## config.mk

```make
export PLATFORM = sky130hd
export DESIGN_NAME = apr_ctrl
export DESIGN_NICKNAME = d
export VERILOG_FILES = /design/src/design/apr_pkg.sv /design/src/design/apr_ctrl.sv
export SDC_FILE = /design/constraint.sdc
export NUM_CORES = 1
export LEC_CHECK = 0
export BUFFER_PORTS_ARGS = -buffer_cell sky130_fd_sc_hd__buf_2
export CORE_AREA = 3 3 40 42
export CTS_CLUSTER_SIZE = 10
export DETAILED_ROUTE_END_ITERATION = 7
export DIE_AREA = 0 0 43 45
export PLACE_DENSITY = 0.41
export SKIP_CTS_REPAIR_TIMING = 1
export SLEW_MARGIN = 20
export SYNTH_ARGS = -nofsm -noshare
export SYNTH_HDL_FRONTEND = slang
export SYNTH_SLANG_ARGS = --single-unit
```

## constraint.sdc

```tcl
create_clock -name clk -period 2.83 [get_ports clk]
set_clock_uncertainty 0.2 [all_clocks]
set_input_delay 0.283 -clock clk [delete_from_list [all_inputs] [get_ports clk]]
set_output_delay 0.283 -clock clk [all_outputs]
set_load 0.005 [all_outputs]
```

## src/design/apr_pkg.sv

```systemverilog
// shared types and constants for the aging page replacement block
`default_nettype none
package apr_pkg;

  // table geometry
  localparam int FRAMES    = 128;
  localparam int AGE_BITS  = 32;
  localparam int PAGE_BITS = 16;
  localparam int IDX_W     = $clog2(FRAMES);
  localparam int FILL_W    = $clog2(FRAMES + 1);

  // stream field widths
  localparam int PAGE_NUM_W = 16;
  localparam int FRAME_W    = 7;
  localparam int EVP_W      = 16;
  localparam int TOTAL_W    = 32;
  localparam int IN_DATA_W  = 16;
  localparam int OUT_DATA_W = 64;

  localparam logic [AGE_BITS-1:0] AGE_TOP = {1'b1, {(AGE_BITS - 1){1'b0}}};
  localparam logic [TOTAL_W-1:0]  COUNT_MAX = '1;

  typedef enum logic [1:0] {
    ST_IDLE,
    ST_SCAN,
    ST_FLUSH,
    ST_COMMIT
  } state_t;

  // controller to datapath
  typedef struct packed {
    logic load;
    logic scan_rd;
    logic commit;
  } cmd_t;

  // datapath to controller
  typedef struct packed {
    logic rd_last;
    logic out_free;
  } sts_t;

endpackage
`default_nettype wire

```

## src/design/apr_ctrl.sv

```systemverilog
// sequencer for one reference: accept, scan all frames, flush the read pipeline, commit result
`default_nettype none
module apr_ctrl import apr_pkg::*; (
  input  wire  clk,
  input  wire  rst,
  input  wire  s_tvalid,
  output logic s_tready,
  output cmd_t cmd,
  input  sts_t sts
);

  state_t state, state_next;

  // state register
  always_ff @(posedge clk) begin
    if (rst) begin
      state <= ST_IDLE;
    end else begin
      state <= state_next;
    end
  end

  // next state
  always_comb begin
    state_next = state;
    case (state)
      ST_IDLE: begin
        if (s_tvalid) state_next = ST_SCAN;
      end
      ST_SCAN: begin
        if (sts.rd_last) state_next = ST_FLUSH;
      end
      ST_FLUSH: begin
        state_next = ST_COMMIT;
      end
      ST_COMMIT: begin
        if (sts.out_free) state_next = ST_IDLE;
      end
      default: begin
        state_next = ST_IDLE;
      end
    endcase
  end

  // outputs
  always_comb begin
    s_tready    = 1'b0;
    cmd.load    = 1'b0;
    cmd.scan_rd = 1'b0;
    cmd.commit  = 1'b0;
    case (state)
      ST_IDLE: begin
        s_tready = 1'b1;
        cmd.load = s_tvalid;
      end
      ST_SCAN: begin
        cmd.scan_rd = 1'b1;
      end
      ST_FLUSH: begin
      end
      ST_COMMIT: begin
        cmd.commit = sts.out_free;
      end
      default: begin
      end
    endcase
  end

endmodule
`default_nettype wire

```

==> flow_summary.json <==
{
  "grt_pass1_vias": 178,
  "synth_cell_type_count": 12,
  "path_cells": "inv_1 -> ha_1 -> and2_1 -> buf_2",
  "pwr-share-clk": 0.260,
  "yosysSeqAreaShare": 0.222,
  "rsz0062_at_grt": "no",
  "synth_nets": 28,
  "h-tree-depth": 1,
  "drc": 0,
  "rows": 13,
  "synthArstFlopShare": 0,
  "fill_cells": 144,
  "drtPass1Iterations": 1,
  "slew_viol_final": 0,
  "via_count": 158,
  "switching_share": 0.357,
  "chipHeight_um": 45,
  "yosysMostFrequentCell": "ha_1",
  "seq_area_um2": 40.0,
  "die_area_um2": 1940,
  "synthTopCellsByCount": "4 x ha_1, 3 x inv_1, 2 x dfxtp_1, 2 x nand2b_1",
  "netlist_area_um2": 180,
  "cp.depth": 4,
  "wl_per_cell_um": 8.09,
  "crit_family": "flip-flops",
  "clock-sinks": 2,
  "crit_fanout": 4,
  "max_stage_delay_ns": 0.34,
  "hold_viol": 0,
  "largest_register": "state",
  "cap_violations": 0,
  "grt_overflow_total": 0,
  "numCtsBuffers": 3,
  "crit_buf_inv": 2,
  "setup_violations": 0,
  "yosys.area.top_type_share": 0.278,
  "ios": 9,
  "clockBufferDepth": 2,
  "start_util": 0.140,
  "yosysWarnings": 0,
  "leakage_nw": 0.135,
  "antenna_found_initial": 0,
  "drive_above_1_share": 0.433,
  "cp.required_ns": 2.35,
  "clkTransAtPathRegs_ns": 0.03,
  "status": "finished clean",
  "fin_setup_tns_ns": 0,
  "die_x_um": 43,
  "crit_start": "state[0]",
  "p_switching_mw": 0.0840,
  "fin_crit_sh": 0.577,
  "worst_setup_path_end_kind": "output pin",
  "multi_input_area_um2": 129,
  "placed_area_um2": 239,
  "grt_max_degree": 5,
  "power_mw": 0.235,
  "fin_crit_ns": 1.63,
  "pwr-share-seq": 0.231,
  "vdd_drop_max_mv": 0.343,
  "hold_class": "in2reg",
  "grt_pass1_wl_um": 614,
  "nNetsFinal": 41,
  "syn-instance-count": 19,
  "via_per_inst": 3.51,
  "clock_tree.root_cell": "clkbuf_4",
  "detail-route-antenna-nets": 0,
  "fin_area_um2": 262,
  "clock.fmax_mhz": 612,
  "rr_worst_depth": 5,
  "detailed_place_hpwl_um": 300,
  "synth.area.top_cells": "ha_1 28%, dfxtp_1 22%, nor2b_4 7.6%",
  "design.core.area_um2": 1280,
  "regToRegStartpoint": "state[1]",
  "p_int_mw": 0.152,
  "cts_tree": "yes",
  "gp_congestion": 0.711,
  "largest_reg_flops": 2,
  "worst_r2r_endpoint": "state[0]",
  "synth_edf_count": 0,
  "power_per_cell_area_nw_per_um2": 900,
  "largest_registers": "state (2)",
  "slew-limit-headroom": 0.820,
  "max_slew.worst_pin.slew_ns": 0.268,
  "combPwrFrac": 0.510,
  "antennaDiodeCount": 0,
  "area_growth_pct": 45.1,
  "worstPathArrival_ns": 1.15,
  "grtUsageTotal": 0.0482,
  "synth_flop_cell": "dfxtp_1",
  "postSynthAreaPerCell_um2": 9.48,
  "r2r_setup_slack_ns": 1.28,
  "final_core_util": 0.204,
  "routed_wl_um": 364,
  "clock_latency_ns": 0.22,
  "io_buffers": 8,
  "drt_iter0_markers": 0,
  "ys_ff_latch": 2,
  "hold_slack_ns": 0.0444,
  "crit_type": "reg2out",
  "yosys.area.top_type": "ha_1",
  "critical_path.startpoint_type": "flop",
  "crit_path_top_delay_cell": "dfxtp_1",
  "crit_end": "cmd[2]"
}
==> metal layers <==
layer,global-route usage,up-vias,share of wire
met5,0,-,0
met4,0.0361,0,0
met3,0.0558,0,0.20
met2,0.0539,11,0.35
met1,0.0480,63,0.45
li1,-,84,-
==> cells in the final DEF, fill, tap and decap left out <==
cell type	instances
a211o_1	1
a211oi_1	1
and2_1	1
and2_2	1
buf_2	8
clkbuf_4	3
dfxtp_1	2
ha_1	4
inv_1	3
mux2i_1	1
nand2b_1	2
nor2b_1	1
nor2b_4	1
nor4_1	1
==> worst min-delay path by stage <==
stage               depth (start not counted)  slack (ns)  endpoint  start
finish                                      2        0.04  state[0]    rst
detailed placement                          2        0.27  state[0]    rst
global route                                2        0.06  state[0]    rst
global placement                            2        0.26  state[0]    rst
floorplan                                   1        0.16  state[0]    rst
CTS                                         2        0.03  state[0]    rst
==> final cells by class <==
cell class	instances	share of cell area
timing repair buffer	8	0.153
inverter	3	0.0431
tap	15	0.0718
multi-input combinational	14	0.493
clock buffer	3	0.0861
sequential	2	0.153
==> cells by family after synthesis <==
family	synth area share
AOI/OAI and AO/OA	0.0903
adders and majority gates	0.278
buffers and inverters	0.0625
DFF	0.222
muxes	0.0556
and+or+nand+nor	0.292
==> power groups by stage <==
| stage | clock (mW) | sequential [mW] | combinational, mW |
|---|---|---|---|
| floorplan | 0 | 0.0518 | 0.0840 |
| global placement | 0 | 0.0539 | 0.119 |
| detailed placement | 0 | 0.0551 | 0.122 |
| CTS | 0.0653 | 0.0546 | 0.122 |
| global route | 0.0696 | 0.0570 | 0.137 |
| finish | 0.0611 | 0.0543 | 0.120 |
==> worst reg2reg max path: stages (launching register included) <==
cell      delay [ns]
dfxtp_1         0.37
inv_1           0.08
ha_1            0.19
nor2b_1         0.14
a211o_1         0.26
a211oi_1        0.23
==> stage by stage <==
step	instances	worst slack [ns]
detailed placement	42	1.27
global route	45	1.10
global placement	42	1.32
floorplan	19	1.36
finish	45	1.20
CTS	45	1.17
No activity file was read; power rests on OpenSTA's default activity.
